--- src/rtl/one_shot_timer_table_core_defines.svh ---
// ----------------------------------------------------------------------------
// One-shot timer table: assertion macros
// Concurrent assertion helpers shared by the timer table RTL. They are
// empty when SYNTHESIS is defined.
// ----------------------------------------------------------------------------
`ifndef ONE_SHOT_TIMER_TABLE_CORE_DEFINES_SVH
`define ONE_SHOT_TIMER_TABLE_CORE_DEFINES_SVH

`ifndef SYNTHESIS
// Property must hold at every clock edge outside reset
`define OSTT_ASSERT(lbl, prop) \
  lbl: assert property (@(posedge clk_i) disable iff (!rst_ni) (prop)) \
    else $error("one_shot_timer_table_core: assertion failed");
// Expression must never be true outside reset
`define OSTT_NEVER(lbl, expr) \
  lbl: assert property (@(posedge clk_i) disable iff (!rst_ni) !(expr)) \
    else $error("one_shot_timer_table_core: forbidden condition seen");
`else
`define OSTT_ASSERT(lbl, prop)
`define OSTT_NEVER(lbl, expr)
`endif

`endif

--- src/rtl/ostt_pkg.sv ---
// ----------------------------------------------------------------------------
// One-shot timer table: package
// Status and kind codes, register indexes, and the token and commit
// records that travel between the control logic and the slot cells.
// ----------------------------------------------------------------------------
package ostt_pkg;

  // Result status codes
  typedef enum logic [2:0] {
    ST_SCHEDULED = 3'd0,
    ST_PENDING   = 3'd1,
    ST_FULL      = 3'd2,
    ST_DISABLED  = 3'd3,
    ST_FIRED     = 3'd4,
    ST_NONE      = 3'd5
  } status_e;

  // Input item kinds
  localparam logic KIND_SCHED = 1'b0;
  localparam logic KIND_CHECK = 1'b1;

  // Configuration register indexes
  localparam logic [0:0] CFG_ENABLE = 1'b0;
  localparam logic [0:0] CFG_SLOTS  = 1'b1;

  localparam int unsigned CFG_W      = 5;
  localparam int unsigned SLOTS_RST  = 16;

  // Item token walking down the row of cells
  typedef struct packed {
    logic        valid;
    logic        en;         // bank was enabled when the item was taken
    logic        kind;
    logic [7:0]  task_id;    // already masked to the task id width
    logic [31:0] interval;
    logic [31:0] now;
    logic        pend;       // task id found in an active slot
    logic        free_seen;  // a free slot has been passed
  } tok_t;

  // Slot claim broadcast at the end of a schedule sweep
  typedef struct packed {
    logic        valid;
    logic [7:0]  task_id;
    logic [31:0] interval;
    logic [31:0] start;
  } commit_t;

endpackage

--- src/rtl/one_shot_timer_table_core.sv ---
// ----------------------------------------------------------------------------
// One-shot timer table core
// Bank of one-shot timer slots held in a row of cells. Schedule items claim
// the lowest free slot; check items fire every expired slot in index order.
// ----------------------------------------------------------------------------
// Each item is taken into an input register and then walks the row of SLOTS
// cells, one cell per clock unless the row is stalled because a fire must push
// a held result into a full output register, before its final result is
// produced. A new item is accepted the cycle after the final result of the
// previous one is loaded, even while that result still waits in the output
// register. A check item on an enabled bank returns one fired-task result per
// expired slot, the last one marked with tlast, or a single nothing-expired
// result; every other item returns exactly one result.
`include "one_shot_timer_table_core_defines.svh"

module one_shot_timer_table_core
  import ostt_pkg::*;
#(
  parameter int unsigned SLOTS        = 16,
  parameter int unsigned TASK_ID_BITS = 8
) (
  input  logic             clk_i,
  input  logic             rst_ni,
  // Configuration write port
  input  logic             cfg_we_i,
  input  logic [0:0]       cfg_idx_i,
  input  logic [CFG_W-1:0] cfg_wdata_i,
  // Item input stream
  input  logic             s_axis_tvalid,
  output logic             s_axis_tready,
  input  logic [71:0]      s_axis_tdata,  // task_id[7:0], interval_ms[39:8], now_ms[71:40]
  input  logic             s_axis_tuser,  // kind[0]
  // Result output stream
  output logic             m_axis_tvalid,
  input  logic             m_axis_tready,
  output logic [7:0]       m_axis_tdata,  // fired_task[7:0]
  output logic [2:0]       m_axis_tuser,  // status[2:0]
  output logic             m_axis_tlast
);

  localparam int unsigned TW    = (TASK_ID_BITS < 8) ? TASK_ID_BITS : 8;
  localparam int unsigned CNT_W = $clog2(SLOTS + 1);
  localparam int unsigned N_W   = (CNT_W > CFG_W) ? CNT_W : CFG_W;

  // Configuration registers
  logic             enable_q;
  logic [CFG_W-1:0] slots_q;
  logic [N_W-1:0]   slots_ext;
  logic [N_W-1:0]   n_eff;

  always_ff @(posedge clk_i or negedge rst_ni) begin
    if (!rst_ni) begin
      enable_q <= 1'b0;
      slots_q  <= CFG_W'(SLOTS_RST);
    end else if (cfg_we_i) begin
      case (cfg_idx_i)
        CFG_ENABLE: enable_q <= cfg_wdata_i[0];
        CFG_SLOTS:  slots_q  <= cfg_wdata_i;
        default: ;
      endcase
    end
  end

  assign slots_ext = N_W'(slots_q);
  assign n_eff     = (slots_ext > N_W'(SLOTS)) ? N_W'(SLOTS) : slots_ext;

  // Control and output state
  logic        busy_q;
  tok_t        item_q;
  tok_t        fin_q;
  logic        hold_valid_q;
  logic [7:0]  hold_task_q;
  logic        out_valid_q;
  status_e     out_status_q;
  logic [7:0]  out_task_q;
  logic        out_last_q;

  tok_t        tok_chain [SLOTS+1];
  logic [SLOTS-1:0] fire;
  logic [SLOTS-1:0] cand;
  logic [7:0]  fire_task [SLOTS];
  logic [SLOTS+1:0] tok_valids;

  logic        accept;
  logic        fire_any;
  logic [7:0]  fired_task;
  logic        adv;
  logic        out_free;
  logic        fin_load;
  status_e     fin_status;
  logic [7:0]  fin_task;
  commit_t     commit;
  tok_t        tok_new;

  assign s_axis_tready = !busy_q;
  assign accept        = s_axis_tvalid && s_axis_tready;
  assign out_free      = !out_valid_q || m_axis_tready;

  // Token built from an accepted transfer
  always_comb begin
    tok_new           = '0;
    tok_new.valid     = 1'b1;
    tok_new.en        = enable_q;
    tok_new.kind      = s_axis_tuser;
    tok_new.task_id   = s_axis_tdata[7:0] & 8'((1 << TW) - 1);
    tok_new.interval  = s_axis_tdata[39:8];
    tok_new.now       = s_axis_tdata[71:40];
  end

  // Row of slot cells
  assign tok_chain[0] = item_q;

  for (genvar g = 0; g < SLOTS; g++) begin : g_cell
    ostt_cell #(
      .IDX (g),
      .N_W (N_W),
      .TW  (TW)
    ) u_cell (
      .clk_i       (clk_i),
      .rst_ni      (rst_ni),
      .adv_i       (adv),
      .n_eff_i     (n_eff),
      .tok_i       (tok_chain[g]),
      .commit_i    (commit),
      .tok_o       (tok_chain[g+1]),
      .fire_o      (fire[g]),
      .fire_task_o (fire_task[g]),
      .cand_o      (cand[g])
    );
  end

  // Only one token is ever in flight, so at most one cell fires
  always_comb begin
    fired_task = '0;
    for (int i = 0; i < SLOTS; i++) begin
      fired_task = fired_task | (fire[i] ? fire_task[i] : 8'd0);
    end
  end

  assign fire_any = |fire;
  // A fire pushes the held result out; stall the row if it cannot go
  assign adv      = !(fire_any && hold_valid_q && out_valid_q && !m_axis_tready);

  // Final result of the sweep
  always_comb begin
    fin_task = '0;
    if (!fin_q.en) begin
      fin_status = ST_DISABLED;
    end else if (fin_q.kind == KIND_SCHED) begin
      if (fin_q.pend) begin
        fin_status = ST_PENDING;
      end else if (fin_q.free_seen) begin
        fin_status = ST_SCHEDULED;
      end else begin
        fin_status = ST_FULL;
      end
    end else if (hold_valid_q) begin
      fin_status = ST_FIRED;
      fin_task   = hold_task_q;
    end else begin
      fin_status = ST_NONE;
    end
  end

  assign fin_load = fin_q.valid && out_free;

  // Slot claim at the end of a successful schedule sweep
  always_comb begin
    commit          = '0;
    commit.valid    = fin_load && fin_q.en && (fin_q.kind == KIND_SCHED) &&
                      !fin_q.pend && fin_q.free_seen;
    commit.task_id  = fin_q.task_id;
    commit.interval = fin_q.interval;
    commit.start    = fin_q.now;
  end

  // Item register, sweep end register, busy flag, held fire
  always_ff @(posedge clk_i or negedge rst_ni) begin
    if (!rst_ni) begin
      busy_q       <= 1'b0;
      item_q       <= '0;
      fin_q        <= '0;
      hold_valid_q <= 1'b0;
    end else begin
      if (accept) begin
        busy_q <= 1'b1;
        item_q <= tok_new;
      end else if (adv) begin
        item_q.valid <= 1'b0;
      end

      if (adv && tok_chain[SLOTS].valid) begin
        fin_q <= tok_chain[SLOTS];
      end else if (fin_load) begin
        fin_q.valid <= 1'b0;
      end

      if (fin_load) begin
        busy_q       <= 1'b0;
        hold_valid_q <= 1'b0;
      end else if (adv && fire_any) begin
        hold_valid_q <= 1'b1;
      end
    end
  end

  always_ff @(posedge clk_i) begin
    if (adv && fire_any) begin
      hold_task_q <= fired_task;
    end
  end

  // Output register
  always_ff @(posedge clk_i or negedge rst_ni) begin
    if (!rst_ni) begin
      out_valid_q <= 1'b0;
    end else if (fin_load || (adv && fire_any && hold_valid_q)) begin
      out_valid_q <= 1'b1;
    end else if (m_axis_tready) begin
      out_valid_q <= 1'b0;
    end
  end

  always_ff @(posedge clk_i) begin
    if (fin_load) begin
      out_status_q <= fin_status;
      out_task_q   <= fin_task;
      out_last_q   <= 1'b1;
    end else if (adv && fire_any && hold_valid_q) begin
      out_status_q <= ST_FIRED;
      out_task_q   <= hold_task_q;
      out_last_q   <= 1'b0;
    end
  end

  assign m_axis_tvalid = out_valid_q;
  assign m_axis_tdata  = out_task_q;
  assign m_axis_tuser  = out_status_q;
  assign m_axis_tlast  = out_last_q;

  // Token valid bits across the whole path
  always_comb begin
    tok_valids[0] = item_q.valid;
    for (int i = 0; i < SLOTS; i++) begin
      tok_valids[i+1] = tok_chain[i+1].valid;
    end
    tok_valids[SLOTS+1] = fin_q.valid;
  end

  // Checks
  `OSTT_ASSERT(a_one_token, $onehot0(tok_valids))
  `OSTT_NEVER(a_token_when_idle, !busy_q && (|tok_valids))
  `OSTT_NEVER(a_fire_when_idle, fire_any && !busy_q)
  `OSTT_ASSERT(a_commit_one_slot, commit.valid |-> $onehot(cand))

endmodule

--- src/rtl/ostt_cell.sv ---
// ----------------------------------------------------------------------------
// One-shot timer table: slot cell
// Holds one timer slot. Evaluates the item token passing by, updates the
// token's search flags, fires and clears an expired timer, and takes a
// claim broadcast when it was the first free slot of the sweep.
// ----------------------------------------------------------------------------
module ostt_cell
  import ostt_pkg::*;
#(
  parameter int unsigned IDX = 0,
  parameter int unsigned N_W = 5,
  parameter int unsigned TW  = 8
) (
  input  logic           clk_i,
  input  logic           rst_ni,
  input  logic           adv_i,
  input  logic [N_W-1:0] n_eff_i,
  input  tok_t           tok_i,
  input  commit_t        commit_i,
  output tok_t           tok_o,
  output logic           fire_o,
  output logic [7:0]     fire_task_o,
  output logic           cand_o
);

  logic          active_q;
  logic          cand_q;
  logic          cand_d;
  logic [31:0]   start_q;
  logic [31:0]   interval_q;
  logic [TW-1:0] task_q;
  tok_t          tok_q;
  tok_t          tok_d;

  logic          in_range;
  logic          live;
  logic          is_sched;
  logic          hit;
  logic          free;
  logic [31:0]   elapsed;

  // Slot evaluation against the token at the cell input
  always_comb begin
    in_range = N_W'(IDX) < n_eff_i;
    live     = tok_i.valid && tok_i.en && in_range;
    is_sched = tok_i.kind == KIND_SCHED;
    elapsed  = tok_i.now - start_q;
    hit      = live && is_sched && active_q && (task_q == tok_i.task_id[TW-1:0]);
    free     = live && is_sched && !active_q;
    fire_o   = live && !is_sched && active_q && (elapsed >= interval_q);
    cand_d   = free && !tok_i.free_seen;

    tok_d           = tok_i;
    tok_d.pend      = tok_i.pend | hit;
    tok_d.free_seen = tok_i.free_seen | free;
  end

  assign fire_task_o = 8'(task_q);
  assign cand_o      = cand_q;
  assign tok_o       = tok_q;

  // Token stage and control bits
  always_ff @(posedge clk_i or negedge rst_ni) begin
    if (!rst_ni) begin
      tok_q    <= '0;
      active_q <= 1'b0;
      cand_q   <= 1'b0;
    end else begin
      if (adv_i) begin
        tok_q <= tok_d;
        if (tok_i.valid) begin
          cand_q <= cand_d;
        end
        if (fire_o) begin
          active_q <= 1'b0;
        end
      end
      if (commit_i.valid && cand_q) begin
        active_q <= 1'b1;
      end
    end
  end

  // Slot payload, written on a claim
  always_ff @(posedge clk_i) begin
    if (commit_i.valid && cand_q) begin
      start_q    <= commit_i.start;
      interval_q <= commit_i.interval;
      task_q     <= commit_i.task_id[TW-1:0];
    end
  end

endmodule

--- config.mk ---
export PLATFORM = sky130hd
export DESIGN_NAME = one_shot_timer_table_core
export DESIGN_NICKNAME = d
export VERILOG_FILES = /design/src/rtl/ostt_pkg.sv /design/src/rtl/one_shot_timer_table_core.sv /design/src/rtl/ostt_cell.sv
export VERILOG_INCLUDE_DIRS = /design/src /design/src/rtl
export SDC_FILE = /design/constraint.sdc
export NUM_CORES = 2
export LEC_CHECK = 0
export BUFFER_PORTS_ARGS = -buffer_cell sky130_fd_sc_hd__buf_2
export CAP_MARGIN = 20
export CORE_UTILIZATION = 45
export DETAILED_ROUTE_END_ITERATION = 12
export GPL_ROUTABILITY_DRIVEN = 0
export GPL_TIMING_DRIVEN = 0
export PLACE_DENSITY = 0.7
export SLEW_MARGIN = 20
export SYNTH_ARGS = -nofsm -noshare
export SYNTH_HDL_FRONTEND = slang
export SYNTH_SLANG_ARGS = --single-unit
--- constraint.sdc ---
create_clock -name clk_i -period 7.31 [get_ports clk_i]
set_clock_uncertainty 0.15 [all_clocks]
set_input_delay 0.731 -clock clk_i [delete_from_list [all_inputs] [get_ports clk_i]]
set_output_delay 0.731 -clock clk_i [all_outputs]
set_load 0.01 [all_outputs]
==> impl_results.md <==
* Status: finished with violations
* Failing checks: setup timing
* Most frequent cells in the layout: dfrtp_1 (1411), edfxtp_1 (1171), inv_1 (1132)
* DRT iter0 DRCs at around 7700
* Setup ws final at -0.520 ns
* WP data required at around 8.0 ns
* Data arrival, critical path at 8.48 ns
* Critical path destination: g_cell[6].u_cell.tok_o[4]$_DFFE_PN0N_
* Yosys warnings at 0
* DRC Markers at 0
* Crit. Startpoint: g_cell[3].u_cell.tok_o[2]$_DFFE_PN0N_
* Worst-path clk slew at around 0.060 ns
* Die W at about 530 um
* WL final at roughly 350 mm
* Hold Vio Cnt, Final at 0
* Worst r2r path cells at 31
* Final non-filler cell area at 153000 um2
* Max FO, Critical Path at 8
* Peak supply drop at between 0.3 and 0.4 mV
* CORE AREA at 282000 um2
* Die height at ~530 um
* EDFF count, synth at approximately 1200
* Min-delay worst type: in -> reg
* Number of buffers created by CTS at 294
* Worst-margin pin slew at between 1 and 1.5 ns
* R2R Setup Slk at -0.52 ns
* CTS tree: yes
* Synthesized instance count at roughly 10000
* Dpl hpwl at ~240 mm
* Max-cap violation count at 0
* Number of global-route vias before repair at 84900
* Post-Syn Area at between 100000 and 150000 um2
* Asr flop ratio synth at between 50% and 60%
* Port bufs at 97
* CTS max path bufs at 4
* Fmax at 128 MHz
* Pwr dens at 318 nW/um2
* # clock sinks at between 2000 and 3000
* Slew HR at approximately 14%
* Slowest library cell on the worst path: or4b_4
* Main synth FF type: dfrtp_1
* Min cycle time layout at about 7.8 ns
* Final Core Density at 54.1%
* Bufs and invs on worst path at 9
* R2R Path End: g_cell[6].u_cell.tok_o[4]$_DFFE_PN0N_
* Leakage power at between 60 and 70 nW
* CP endpoint kind: flop
* Register area share after synthesis at between 50% and 60%
* Total die area at approximately 290000 um2
* Top cell family by delay on the critical path: compound AO/OA/AOI/OAI gates
* Unrepaired setup endpoints after global routing: yes
* Gr usage total at between 20% and 30%
* Critical path class: reg -> reg
* Nets at 11900
* Final period utilization at 107%
* Commonest non-fill, non-tap cell in the layout: dfrtp_1
* First-pass GRT wire length at 501 mm
* Area Overhead vs Synth at 19.5%
* Top cell by count, worst path: buf_6
* 1st-pass router iterations at 8
* Vias per cell at about 5.7
* Yosys reg bits at between 2000 and 3000
* Critical path startpoint category: flop
* WP depth at 31
* Syn Area/Cell at 12.8 um2
* Pins Over Slew Limit at 0
* H-tree depth at 5
* R2R Path Start: g_cell[3].u_cell.tok_o[2]$_DFFE_PN0N_
* Post-DRT Antenna Nets at 0
* Share of layout cells above drive strength 1 at a little under a quarter
* # setup viols final at between 1000 and 1500
* Initial antenna violation count at 16
* Setup TNS at -497.56 ns
* CTS root buf: clkbuf_16
* Top Ports at 98
* Via count at between 80000 and 90000
* CP peak stage delay at around 0.57 ns
* FP Rows at about 200
* Syn_nets at 11100
* Initial Util at a little under half
* Grt ovf at 0
* Area after DPL at 134000 um2
* Hold-critical path depth at 3
* WL/cell at ~24 um
* Clk_lat worst skew at 0.96 ns
* Yosys cell types at 84
* Pin count of the biggest net entering global routing at about 140
==> area by class of cell <==
cell class                      count  area [um2]
Tap cell                         3743        4680
Multi-Input combinational cell   6086       54800
Timing Repair Buffer              450        5850
Clock inverter                     88        1060
Inverter                         1138        4270
Fill cell                       21900      130000
Clock buffer                      425        8540
Antenna cell                        2        5.00
Buffer                            175        2510
Sequential cell                  2597       70900
==> worst min-delay path by stage <==
stage,from,end,slack (ns)
2_1_floorplan,rst_ni,busy_q$_DFFE_PN0P_,0.29
3_3_place_gp,m_axis_tlast$_SDFFE_PP1P_,m_axis_tlast$_SDFFE_PP1P_,0.30
3_5_place_dp,g_cell[7].u_cell.tok_o[2]$_DFFE_PN0N_,g_cell[8].u_cell.tok_o[2]$_DFFE_PN0N_,0.31
4_1_cts,cfg_idx_i,slots_ext[0]$_DFFE_PN0P_,0.09
5_1_grt,cfg_idx_i,slots_ext[4]$_DFFE_PN1P_,0.12
6_report,cfg_idx_i,slots_ext[0]$_DFFE_PN0P_,0.12
==> power breakdown <==
| group | internal [mW] | total [mW] | switching, mW | leakage [nW] |
|---|---|---|---|---|
| Combinational | 6.48 | 13.1 | 6.59 | 37.1 |
| Sequential | 17.8 | 20.7 | 2.88 | 27.7 |
| Clock | 8.87 | 14.7 | 5.88 | 4.70 |
==> tightest hold or removal path: cells and delay by family <==
family                 cells  cell delay, ns
and+or+nand+nor            1            0.17
buffers and inverters      1            0.10
muxes                      1            0.18
==> cell usage after synthesis (all sizes together), types with 82 or more instances <==
cell type | count | share of area, %
nor3 | 82 | 0.32
nor2 | 352 | 1.0
xor2 | 168 | 1.2
a21oi | 521 | 2.0
nor2b | 84 | 0.41
a21o | 352 | 2.1
nand2b | 88 | 0.43
o21ai | 261 | 1.0
xnor2 | 403 | 2.8
nand3 | 119 | 0.47
dfrtp | 1424 | 28
ha | 1008 | 9.9
buf | 149 | 0.67
mux2 | 1340 | 12
nand4 | 106 | 0.52
edfxtp | 1171 | 28
inv | 1138 | 3.3
nand2 | 296 | 0.87
==> state kept, by name, summed over array words and instances (netlist names), 16 cells and up <==
name	count
g_cell.u_cell.tok_o	1232
g_cell.u_cell.fire_task_o	128
item_q	75
g_cell.u_cell.active_q	16
g_cell.u_cell.start_q	512
g_cell.u_cell.cand_o	16
commit	72
g_cell.u_cell.interval_q	512
==> repair_timing <==
action	4_1_cts	5_1_grt
endpoints found under the hold margin	191	0
pin swaps	81	73
setup endpoints to repair	1362	1360
gates cloned	19	61
buffers inserted	92	67
hold buffers	83	0
gates resized for setup	628	619
==> kinds of logic after synthesis <==
logic type                 share of synthesized area, %
AOI/OAI and AO/OA                                  9.14
and+or+nand+nor                                    5.41
buffers and inverters                              4.12
muxes                                              11.8
xor gates and xnor gates                           3.92
adders and majority gates                          10.1
DFF                                                55.5
==> metrics by stage <==
| step | hold slack, ns | worst slack (ns) | power [mW] | std cells |
|---|---|---|---|---|
| 2_1_floorplan | 0.285 | 0.105 | 28.0 | 10000 |
| 4_1_cts | 0.0912 | -0.334 | 47.8 | 14600 |
| 5_1_grt | 0.123 | -0.628 | 50.7 | 14700 |
| 3_5_place_dp | 0.312 | -4.01 | 32.4 | 13900 |
| 6_report | 0.117 | -0.520 | 48.5 | 14700 |
| 3_3_place_gp | 0.304 | -26.44 | 31.7 | 13800 |
==> layer usage <==
metal	track usage [%]	part of all wire [%]	up-vias
li1	-	-	37500
met1	29.5	40	42100
met2	38.6	48	3148
met3	3.39	6.7	863
met4	11.1	5.5	2
met5	0	0.0031	-
No activity file was read; power rests on OpenSTA's default activity.
